--- src/rtl/core/rso_pkg.sv ---
// ----------------------------------------------------------------------------
// rso_pkg
// Types, operation codes and modulo-2^32 sequence compares shared by the
// receive segment order table.
// ----------------------------------------------------------------------------
package rso_pkg;

	// One held byte region: start sequence, end sequence, send-order number.
	typedef struct packed {
		logic [31:0] start;
		logic [31:0] stop;
		logic [31:0] order;
	} region_t;

	typedef enum logic [1:0] {
		OP_ENQUEUE = 2'd0,
		OP_DISCARD = 2'd1,
		OP_INIT    = 2'd2
	} op_t;

	typedef enum logic [1:0] {
		ST_IDLE = 2'd0,
		ST_ENQ  = 2'd1,
		ST_DROP = 2'd2,
		ST_DONE = 2'd3
	} state_t;

	// Control handed from the head controller to the row of cells.
	typedef struct packed {
		logic shift;
		logic set_head_start;
	} chain_ctl_t;

	// a precedes b when the wrapped difference is negative.
	function automatic logic mod_less(input logic [31:0] a, input logic [31:0] b);
		logic [31:0] diff;
		diff = a - b;
		return diff[31];
	endfunction

	function automatic logic mod_le(input logic [31:0] a, input logic [31:0] b);
		return (a == b) || mod_less(a, b);
	endfunction

endpackage

--- src/rtl/core/rso_req_if.sv ---
// ----------------------------------------------------------------------------
// rso_req_if
// Request channel of the segment order table: one operation per beat.
// ----------------------------------------------------------------------------
interface rso_req_if;
	logic        valid;
	logic        ready;
	logic [1:0]  operation;
	logic [31:0] seq_num;
	logic [15:0] payload_len;
	logic [31:0] send_order;

	modport source (output valid, operation, seq_num, payload_len, send_order, input ready);
	modport sink   (input valid, operation, seq_num, payload_len, send_order, output ready);
endinterface

--- src/rtl/core/rso_rsp_if.sv ---
// ----------------------------------------------------------------------------
// rso_rsp_if
// Response channel of the segment order table: one status beat per request.
// ----------------------------------------------------------------------------
interface rso_rsp_if;
	logic        valid;
	logic        ready;
	logic [31:0] next_expected;
	logic [31:0] window_low;
	logic [31:0] window_high;
	logic        dup_dropped;
	logic        table_full;
	logic        cut_out_of_range;

	modport source (output valid, next_expected, window_low, window_high, dup_dropped,
		table_full, cut_out_of_range, input ready);
	modport sink   (input valid, next_expected, window_low, window_high, dup_dropped,
		table_full, cut_out_of_range, output ready);
endinterface

--- src/rtl/core/rx_segment_order_table.sv ---
// ----------------------------------------------------------------------------
// rx_segment_order_table
// Sorted table of received byte regions with window edges and an in-order
// send counter.
// ----------------------------------------------------------------------------
// The table holds up to TABLE_ENTRIES regions in a row of cells kept sorted
// by start sequence under wrapping 32-bit comparison. One request beat is
// taken at a time and answered by exactly one response beat. An enqueue
// rotates the whole row once past the head controller: the controller sees
// one region per cycle, splices the new region in at its sorted place,
// refreshes the window edges and advances the in-order counter as the
// regions go by. A discard whose cut point lies within the window drops
// regions from the head one per cycle; a discard whose cut point lies
// outside the window, an initialise and an unknown operation go straight
// to the response. The next request is accepted as soon as the response
// is registered, even while that response is still waiting to be taken;
// if a previous response is still unclaimed when a new one is ready, the
// block holds until it goes. There is no clearing pass after reset: slots
// beyond the fill count are never looked at.
// ----------------------------------------------------------------------------
module rx_segment_order_table import rso_pkg::*; #(
	parameter int unsigned TABLE_ENTRIES = 16
) (
	input  logic clk,
	input  logic arst_n,
	rso_req_if.sink   req,
	rso_rsp_if.source rsp
);

	localparam int unsigned IDX_W = (TABLE_ENTRIES > 1) ? $clog2(TABLE_ENTRIES) : 1;
	localparam int unsigned CNT_W = $clog2(TABLE_ENTRIES + 1);
	localparam logic [CNT_W-1:0] FULL_COUNT = CNT_W'(TABLE_ENTRIES);
	localparam logic [IDX_W-1:0] LAST_SLOT  = IDX_W'(TABLE_ENTRIES - 1);

	// Control state.
	state_t           state_q, state_d;
	logic [CNT_W-1:0] count_q;
	logic [IDX_W-1:0] slot_q;
	logic [31:0]      low_q, high_q, exp_q;
	logic             match_q, found_q, ins_q;
	logic             dup_q, full_q, oor_q;
	logic             rsp_valid_q;

	// Operands of the request under way.
	logic [31:0]      seq_q, stop_new_q, ord_q;
	region_t          carry_q;

	// Response payload.
	logic [31:0]      rsp_exp_q, rsp_low_q, rsp_high_q;
	logic             rsp_dup_q, rsp_full_q, rsp_oor_q;

	region_t          head, tail, new_region;
	chain_ctl_t       chain_ctl;
	logic [31:0]      head_start;

	logic             accept, rsp_free;
	op_t              req_op;
	logic             req_oor;
	logic             head_valid, at_pos, is_dup, do_ins, out_valid;
	logic             drop_now, keep_start;
	logic             count_full;

	assign req_op     = op_t'(req.operation);
	assign accept     = req.valid && req.ready;
	assign rsp_free   = !rsp_valid_q || rsp.ready;
	assign count_full = (count_q == FULL_COUNT);
	assign req_oor    = !(mod_le(low_q, req.seq_num) && mod_le(req.seq_num, high_q));

	assign new_region = '{start: seq_q, stop: stop_new_q, order: ord_q};

	// Enqueue pass: the slot at the head is live if it lies below the fill
	// count. The sorted place is the first slot that is empty or whose start
	// does not precede the new start; a matching start there is a duplicate.
	assign head_valid = ({1'b0, CNT_W'(slot_q)} < {1'b0, count_q});
	assign at_pos     = !found_q && (!head_valid || !mod_less(head.start, seq_q));
	assign is_dup     = at_pos && head_valid && (head.start == seq_q);
	assign do_ins     = at_pos && !is_dup && !count_full;

	// Once the new region is in, each region comes out one slot later, so the
	// live part of the output stream grows by one.
	always_comb begin
		if (do_ins || ins_q) begin
			out_valid = ({1'b0, CNT_W'(slot_q)} <= {1'b0, count_q});
		end else begin
			out_valid = head_valid;
		end
	end

	// Discard: regions ending at or before the cut leave the head one by one.
	assign drop_now   = (count_q != '0) && mod_le(head.stop, seq_q);
	assign keep_start = !mod_le(head.start, seq_q) && mod_less(seq_q, head.stop);

	// Next state.
	always_comb begin
		state_d = state_q;
		case (state_q)
			ST_IDLE: begin
				if (accept) begin
					case (req_op)
						OP_ENQUEUE: state_d = ST_ENQ;
						OP_DISCARD: state_d = req_oor ? ST_DONE : ST_DROP;
						default:    state_d = ST_DONE;
					endcase
				end
			end
			ST_ENQ: begin
				if (slot_q == LAST_SLOT) begin
					state_d = ST_DONE;
				end
			end
			ST_DROP: begin
				if (!drop_now) begin
					state_d = ST_DONE;
				end
			end
			ST_DONE: begin
				if (rsp_free) begin
					state_d = ST_IDLE;
				end
			end
			default: state_d = ST_IDLE;
		endcase
	end

	// Outputs of the state machine: handshake and row control.
	always_comb begin
		req.ready                = 1'b0;
		chain_ctl.shift          = 1'b0;
		chain_ctl.set_head_start = 1'b0;
		tail                     = head;
		head_start               = seq_q;
		case (state_q)
			ST_IDLE: begin
				req.ready = 1'b1;
			end
			ST_ENQ: begin
				chain_ctl.shift = 1'b1;
				if (do_ins) begin
					tail = new_region;
				end else if (ins_q) begin
					tail = carry_q;
				end
			end
			ST_DROP: begin
				chain_ctl.shift          = drop_now;
				chain_ctl.set_head_start = !drop_now && (count_q != '0) && !keep_start;
			end
			default: begin
			end
		endcase
	end

	rso_chain #(.ENTRIES(TABLE_ENTRIES)) u_chain (
		.clk       (clk),
		.ctl       (chain_ctl),
		.tail      (tail),
		.head_start(head_start),
		.head      (head)
	);

	// Control and window state.
	always_ff @(posedge clk or negedge arst_n) begin
		if (!arst_n) begin
			state_q     <= ST_IDLE;
			count_q     <= '0;
			slot_q      <= '0;
			low_q       <= '0;
			high_q      <= '0;
			exp_q       <= 32'd1;
			match_q     <= 1'b0;
			found_q     <= 1'b0;
			ins_q       <= 1'b0;
			dup_q       <= 1'b0;
			full_q      <= 1'b0;
			oor_q       <= 1'b0;
			rsp_valid_q <= 1'b0;
		end else begin
			state_q <= state_d;
			case (state_q)
				ST_IDLE: begin
					if (accept) begin
						slot_q  <= '0;
						found_q <= 1'b0;
						ins_q   <= 1'b0;
						dup_q   <= 1'b0;
						full_q  <= (req_op == OP_ENQUEUE) && count_full;
						oor_q   <= (req_op == OP_DISCARD) && req_oor;
						match_q <= (exp_q == req.send_order);
						case (req_op)
							OP_INIT: begin
								low_q  <= req.seq_num;
								high_q <= req.seq_num;
								exp_q  <= 32'd1;
							end
							default: begin
							end
						endcase
					end
				end
				ST_ENQ: begin
					slot_q <= slot_q + 1'b1;
					if (at_pos) begin
						found_q <= 1'b1;
					end
					if (is_dup) begin
						dup_q <= 1'b1;
					end
					if (do_ins) begin
						ins_q <= 1'b1;
					end
					// Edges and the in-order counter follow the final table order.
					if (out_valid) begin
						if (slot_q == '0) begin
							low_q <= tail.start;
						end
						high_q <= tail.stop;
						if (match_q && (tail.order == exp_q)) begin
							exp_q <= exp_q + 32'd1;
						end
					end
					if (slot_q == LAST_SLOT) begin
						count_q <= count_q + CNT_W'(ins_q || do_ins);
					end
				end
				ST_DROP: begin
					if (drop_now) begin
						count_q <= count_q - 1'b1;
					end else if (count_q != '0) begin
						low_q <= keep_start ? head.start : seq_q;
					end
				end
				ST_DONE: begin
					if (rsp_free) begin
						rsp_valid_q <= 1'b1;
					end
				end
				default: begin
				end
			endcase
			if (state_q != ST_DONE && rsp.ready) begin
				rsp_valid_q <= 1'b0;
			end
		end
	end

	// Operands and response payload.
	always_ff @(posedge clk) begin
		if (accept) begin
			seq_q      <= req.seq_num;
			stop_new_q <= req.seq_num + {16'd0, req.payload_len};
			ord_q      <= req.send_order;
		end
		if (state_q == ST_ENQ && (do_ins || ins_q)) begin
			carry_q <= head;
		end
		if (state_q == ST_DONE && rsp_free) begin
			rsp_exp_q  <= exp_q;
			rsp_low_q  <= low_q;
			rsp_high_q <= high_q;
			rsp_dup_q  <= dup_q;
			rsp_full_q <= full_q && !dup_q;
			rsp_oor_q  <= oor_q;
		end
	end

	assign rsp.valid            = rsp_valid_q;
	assign rsp.next_expected    = rsp_exp_q;
	assign rsp.window_low       = rsp_low_q;
	assign rsp.window_high      = rsp_high_q;
	assign rsp.dup_dropped      = rsp_dup_q;
	assign rsp.table_full       = rsp_full_q;
	assign rsp.cut_out_of_range = rsp_oor_q;

`ifndef SYNTH
	// The fill count never runs past the number of cells.
	a_count_bound: assert property (@(posedge clk) disable iff (!arst_n)
		count_q <= FULL_COUNT)
		else $error("region count exceeds table size");

	// The fill count moves by at most one region per cycle.
	a_count_step: assert property (@(posedge clk) disable iff (!arst_n)
		count_q != $past(count_q) |->
			(count_q == $past(count_q) + 1'b1) || (count_q == $past(count_q) - 1'b1))
		else $error("region count jumped");

	// A response beat only appears after the block has finished a request.
	a_rsp_source: assert property (@(posedge clk) disable iff (!arst_n)
		$rose(rsp_valid_q) |-> $past(state_q == ST_DONE))
		else $error("response raised outside completion");

	// Insertion and duplicate detection are exclusive within one enqueue.
	a_ins_dup: assert property (@(posedge clk) disable iff (!arst_n)
		state_q == ST_ENQ |-> !(ins_q && dup_q))
		else $error("region both inserted and dropped");
`endif

endmodule

--- src/rtl/core/rso_cell.sv ---
// ----------------------------------------------------------------------------
// rso_cell
// One table slot. Takes its right-hand neighbour's region on a shift; the
// head slot may also have its start rewritten in place.
// ----------------------------------------------------------------------------
module rso_cell import rso_pkg::*; (
	input  logic       clk,
	input  chain_ctl_t ctl,
	input  region_t    din,
	input  logic [31:0] head_start,
	output region_t    q
);

	region_t entry_q;

	always_ff @(posedge clk) begin
		if (ctl.shift) begin
			entry_q <= din;
		end else if (ctl.set_head_start) begin
			entry_q.start <= head_start;
		end
	end

	assign q = entry_q;

endmodule

--- src/rtl/core/rso_chain.sv ---
// ----------------------------------------------------------------------------
// rso_chain
// Row of table slots. On a shift every slot takes its right-hand neighbour,
// the last slot takes the tail region and the head region leaves at slot 0.
// ----------------------------------------------------------------------------
module rso_chain import rso_pkg::*; #(
	parameter int unsigned ENTRIES = 16
) (
	input  logic        clk,
	input  chain_ctl_t  ctl,
	input  region_t     tail,
	input  logic [31:0] head_start,
	output region_t     head
);

	region_t link [ENTRIES];

	for (genvar i = 0; i < ENTRIES; i++) begin : g_cell
		chain_ctl_t cell_ctl;
		region_t    cell_din;

		assign cell_ctl.shift          = ctl.shift;
		assign cell_ctl.set_head_start = (i == 0) ? ctl.set_head_start : 1'b0;

		if (i == ENTRIES - 1) begin : g_tail
			assign cell_din = tail;
		end else begin : g_mid
			assign cell_din = link[i + 1];
		end

		rso_cell u_cell (
			.clk       (clk),
			.ctl       (cell_ctl),
			.din       (cell_din),
			.head_start(head_start),
			.q         (link[i])
		);
	end

	assign head = link[0];

endmodule
--- src/flat_wrapper.sv ---
// flat-port wrapper written by rule: the top's interface ports become plain ports
module rx_segment_order_table_flat import rso_pkg::*;
#(
	parameter int unsigned TABLE_ENTRIES = 16
)
  (clk, arst_n, req_valid, req_operation, req_seq_num, req_payload_len, req_send_order, req_ready, rsp_valid, rsp_next_expected, rsp_window_low, rsp_window_high, rsp_dup_dropped, rsp_table_full, rsp_cut_out_of_range, rsp_ready);
  rso_req_if req_i ();
  rso_rsp_if rsp_i ();
  input  logic clk;
  input  logic arst_n;
  input wire logic [$bits(req_i.valid)-1:0] req_valid;
  input wire logic [$bits(req_i.operation)-1:0] req_operation;
  input wire logic [$bits(req_i.seq_num)-1:0] req_seq_num;
  input wire logic [$bits(req_i.payload_len)-1:0] req_payload_len;
  input wire logic [$bits(req_i.send_order)-1:0] req_send_order;
  output wire logic [$bits(req_i.ready)-1:0] req_ready;
  output wire logic [$bits(rsp_i.valid)-1:0] rsp_valid;
  output wire logic [$bits(rsp_i.next_expected)-1:0] rsp_next_expected;
  output wire logic [$bits(rsp_i.window_low)-1:0] rsp_window_low;
  output wire logic [$bits(rsp_i.window_high)-1:0] rsp_window_high;
  output wire logic [$bits(rsp_i.dup_dropped)-1:0] rsp_dup_dropped;
  output wire logic [$bits(rsp_i.table_full)-1:0] rsp_table_full;
  output wire logic [$bits(rsp_i.cut_out_of_range)-1:0] rsp_cut_out_of_range;
  input wire logic [$bits(rsp_i.ready)-1:0] rsp_ready;
  assign req_i.valid = req_valid;
  assign req_i.operation = req_operation;
  assign req_i.seq_num = req_seq_num;
  assign req_i.payload_len = req_payload_len;
  assign req_i.send_order = req_send_order;
  assign req_ready = req_i.ready;
  assign rsp_valid = rsp_i.valid;
  assign rsp_next_expected = rsp_i.next_expected;
  assign rsp_window_low = rsp_i.window_low;
  assign rsp_window_high = rsp_i.window_high;
  assign rsp_dup_dropped = rsp_i.dup_dropped;
  assign rsp_table_full = rsp_i.table_full;
  assign rsp_cut_out_of_range = rsp_i.cut_out_of_range;
  assign rsp_i.ready = rsp_ready;
  rx_segment_order_table #(.TABLE_ENTRIES(TABLE_ENTRIES)) u_core (.clk(clk), .arst_n(arst_n), .req(req_i), .rsp(rsp_i));
endmodule
--- config.mk ---
export PLATFORM = sky130hd
export DESIGN_NAME = rx_segment_order_table_flat
export DESIGN_NICKNAME = d
export VERILOG_FILES = /design/src/rtl/core/rso_pkg.sv /design/src/rtl/core/rso_req_if.sv /design/src/rtl/core/rso_rsp_if.sv /design/src/rtl/core/rx_segment_order_table.sv /design/src/rtl/core/rso_cell.sv /design/src/rtl/core/rso_chain.sv /design/src/flat_wrapper.sv
export SDC_FILE = /design/constraint.sdc
export NUM_CORES = 2
export LEC_CHECK = 0
export BUFFER_PORTS_ARGS = -buffer_cell sky130_fd_sc_hd__clkbuf_2
export CAP_MARGIN = 15
export CORE_MARGIN = 5
export CORE_UTILIZATION = 35
export DETAILED_ROUTE_END_ITERATION = 8
export GPL_TIMING_DRIVEN = 0
export PLACE_DENSITY_LB_ADDON = 0.12
export SETUP_SLACK_MARGIN = 0.05
export SLEW_MARGIN = 40
export SYNTH_ARGS = -nofsm -noshare
export SYNTH_HDL_FRONTEND = slang
export SYNTH_SLANG_ARGS = --single-unit
--- constraint.sdc ---
create_clock -name clk -period 60.7 [get_ports clk]
set_input_delay 0 -clock clk [delete_from_list [all_inputs] [get_ports clk]]
set_output_delay 0 -clock clk [all_outputs]
set_load 0.02 [all_outputs]
==> run_results.csv <==
group,metric,value,unit
outcome,outcome,"completed",
timing,worst_pin_slew,0.914,ns
placed_design,place_hpwl,131000,um
floorplan,ioPinCount,187,
clock_network,cts_tree,"yes",
pwr,powerDensity,62.5,nW/um^2
critical_path,cp.arrival,8.40,ns
logic_synthesis,avgSynthCellArea,17.5,um^2
floorplan,die_h,461,um
grt,grt_first_pass_wirelength,264000,um
timing,tns,0,ns
drt,vias,37500,
logic_synthesis,synth_top_family_by_area,"compound AO/OA/AOI/OAI gates",
timing,fin_worst_skew,0.0291,ns
logic_synthesis,synthAdderAreaFrac,3.34,%
cells_and_area,final_cells,7511,
clock_network,clock_sinks,1941,
cells_and_area,multiInputGateArea,12300,um^2
logic_synthesis,ys_warn_count,0,
critical_path,cp_slowest_cell,"clkbuf_1",
floorplan,coreArea,202000,um^2
logic_synthesis,ys_seq_area_share,81.0,%
critical_path,cp-end-kind,"flip-flop",
drt,drc,0,
clock_network,clk_pin_slew,0.06,ns
timing,final.min_clock_period,7.90,ns
critical_path,critPathMaxStageDelay,0.66,ns
placed_design,dp.cells,6982,
timing,hold_viol_final,0,
critical_path,rrSetupSlack,52.80,ns
timing,setup_viol,0,
placed_design,postPlaceCellArea,76800,um^2
logic_synthesis,ys_dominant_reg_cell,"edfxtp_1",
critical_path,cp-endpoint,"u_core.u_chain.g_cell[4].u_cell.q[17]",
logic_synthesis,synth_nets,4344,
timing,finalCritPeriodShare,13.0,%
clock_network,cts_setup_buffers,0,
cells_and_area,final_nets,4927,
critical_path,rr_endpoint,"u_core.u_chain.g_cell[4].u_cell.q[17]",
critical_path,worstSetupPathDepth,21,
clock_network,clk_latency,0.82,ns
critical_path,rr_startpoint,"u_core.state_q[1]",
placed_design,post-place-ws,52.76,ns
logic_synthesis,synth_cells,4069,
timing,slew-limit-headroom,38.7,%
critical_path,critPathTopFamily,"buffers and inverters",
pwr,leakage,0.0295,uW
critical_path,r2r_cells,21,
grt,grt_pass1_vias,37100,
logic_synthesis,synth_compound_area_share,6.85,%
logic_synthesis,synth_edf_count,1827,
logic_synthesis,yosysMostFrequentCell,"edfxtp_1",
critical_path,start_kind,"flip-flop",
logic_synthesis,synthArstFlopShare,5.87,%
logic_synthesis,ys_top_cells_by_area,"edfxtp_1, dfrtp_1, ha_1",
cells_and_area,fin_util,42.1,%
logic_synthesis,synth_top_area_cell,"edfxtp_1",
clock_network,cts_root_buf,"clkbuf_16",
drt,drt_iter0_markers,3441,
critical_path,path_max_fanout,42,
floorplan,die_area,213000,um^2
critical_path,worstSetupPathType,"flip-flop to flip-flop",
cells_and_area,seqCellArea,57700,um^2
logic_synthesis,synthXorXnorAreaFrac,0.957,%
hold_path,min_path_type,"input pin to flip-flop",
logic_synthesis,synth_cell_types,86,
logic_synthesis,synth.mux.area_fraction,1.82,%
timing,finalMaxSlewViolations,0,
grt,grt_max_degree,53,
cells_and_area,stdcell_area,85100,um^2
grt,overflow,0,
logic_synthesis,synth_top_area_share,77.0,%
floorplan,rows,165,
grt,grt_usage,17.2,%
drt,wl_per_cell,24.9,um
cells_and_area,drive_above_1_share,14.3,%
drt,avgViaCountPerCell,4.99,
drt,drtAntennaViolNets,0,
logic_synthesis,syn_area,71300,um^2
timing,setup_ws,52.80,ns
clock_network,ctsHtreeMaxLevel,4,
timing,rsz0062_at_grt,"false",
critical_path,crit_chain,"inv_1 > ha_1 > clkbuf_1 > clkbuf_1 > clkbuf_1 > clkbuf_1 > buf_6 > clkbuf_2 > o21a_1 > clkbuf_1 > clkbuf_4 > buf_12 > buf_12 > buf_12 > buf_12 > buf_12 > buf_12 > buf_12 > buf_12 > buf_12 > buf_12",
grt,antenna_found_initial,28,
drt,first_pass_iters,6,
pwr,vdd_drop_max,0.0361,mV
critical_path,crit_buf_inv,19,
floorplan,initial_core_util,35.2,%
placed_design,gp_congestion,0.890,
critical_path,critPathLaunch,"u_core.state_q[1]",
critical_path,cp.required,61.20,ns
clock_network,cts_resized,0,
floorplan,die_x,461,um
clock_network,max-clock-path-buffers,3,
logic_synthesis,synth_seq_cells,1941,
critical_path,crit_top_cell,"buf_12",
flow_run,cap_viol_max_count,0,
logic_synthesis,synthSimpleGateAreaFrac,4.20,%
logic_synthesis,synth_commonest_cells,"edfxtp_1, nand2_1, inv_1",
drt,routed_wl,187000,um
cells_and_area,nFillCells,18300,
timing,fmax,0.127,GHz
cells_and_area,syn2layout_area_growth,19.4,%
placed_design,place.port_buffers,186,
clock_network,cts_made_buffers,204,
-- registers in the layout (all words and copies together) (netlist names), 32 cells and up --
signal and flops:
u_core.u_chain.g_cell.u_cell.q 1536, u_core.carry_q 96, u_core.exp_q 32, u_core.head_start 32, u_core.high_q 32, u_core.low_q 32, u_core.ord_q 32, u_core.rsp.next_expected 32
u_core.rsp.window_high 32, u_core.rsp.window_low 32, u_core.stop_new_q 32
-- cell usage in the layout (no fill, tap or decap), types with 20 or more instances in the layout --
cell type and count:
nand2_1 211, o211ai_1 83, inv_1 197, a22oi_1 38
clkbuf_1 119, nor2b_1 22, edfxtp_1 1827, nor3_1 30
xnor2_1 49, a21oi_1 173, o21a_1 23, ha_1 187
o22ai_1 56, xor2_1 27, nand4_1 46, dlygate4sd3_1 135
nand3_1 60, nor2_1 170, clkbuf_2 213, mux2i_1 51
buf_1 20, mux2_2 69, o21ai_0 188, a21o_1 52
buf_12 47, clkinv_1 41, bufinv_16 30, clkinv_2 39
dfrtp_1 113, clkbuf_16 207
-- per-layer routing --
metal	vias to the layer above	wire [um]	global-route usage [%]
met4	0	5550	5.41
met5	-	0	0
li1	16900	-	-
met2	1038	86100	27.2
met3	276	9090	2.93
met1	19300	86200	24.5
-- report_power, final --
part	internal, uW	switching, uW
Combinational	408	1000
Clock	759	521
Sequential	2380	247
Total	3550	1770
-- through the flow --
stage,hold slack (ns),total power [uW]
2_1_floorplan,-0.296,4580
3_3_place_gp,0.199,4830
3_5_place_dp,-0.0978,4060
4_1_cts,0.00570,5380
5_1_grt,0.0410,5580
6_report,0.0807,5320
-- kinds of logic (layout without fill, tap and decap cells) --
| family | count (synthesis) | in the layout |
|---|---|---|
| AOI/OAI and AO/OA | 763 | 763 |
| xor gates and xnor gates | 77 | 77 |
| adders and majority gates | 189 | 189 |
| buffers and inverters | 348 | 1107 |
| DFF | 1941 | 1941 |
| muxes | 121 | 121 |
| other | 0 | 11 |
| and+or+nand+nor | 630 | 630 |
-- how the worst min path moves through the flow --
stage | start | end | slack (ns) | cells after the start
after floorplan | arst_n | u_core.count_q[0] | -0.30 | 0
after global placement | req_seq_num[31] | u_core.head_start[31] | 0.20 | 1
after detailed placement | arst_n | u_core.low_q[27] | -0.1 | 1
after CTS | req_seq_num[26] | u_core.head_start[26] | 0.006 | 2
after global routing | req_seq_num[26] | u_core.head_start[26] | 0.04 | 2
final | req_seq_num[26] | u_core.head_start[26] | 0.08 | 2
-- area by class of cell --
class                   count  area share [%]
flip-flops and latches   1941            67.8
multi-input cells        1780            14.4
clock buffers             244            6.30
repair buffers            377            4.00
well taps                2672            3.93
clock inverters           138            1.86
inverters                 198           0.882
plain buffers             150           0.735
diodes                     11          0.0323
-- timing repair --
action / in CTS / in global routing
hold endpoints to repair: 284 / 0
hold buffers: 136 / 0
setup endpoints to repair: 0 / 0
(Power assumes the default switching activity.)
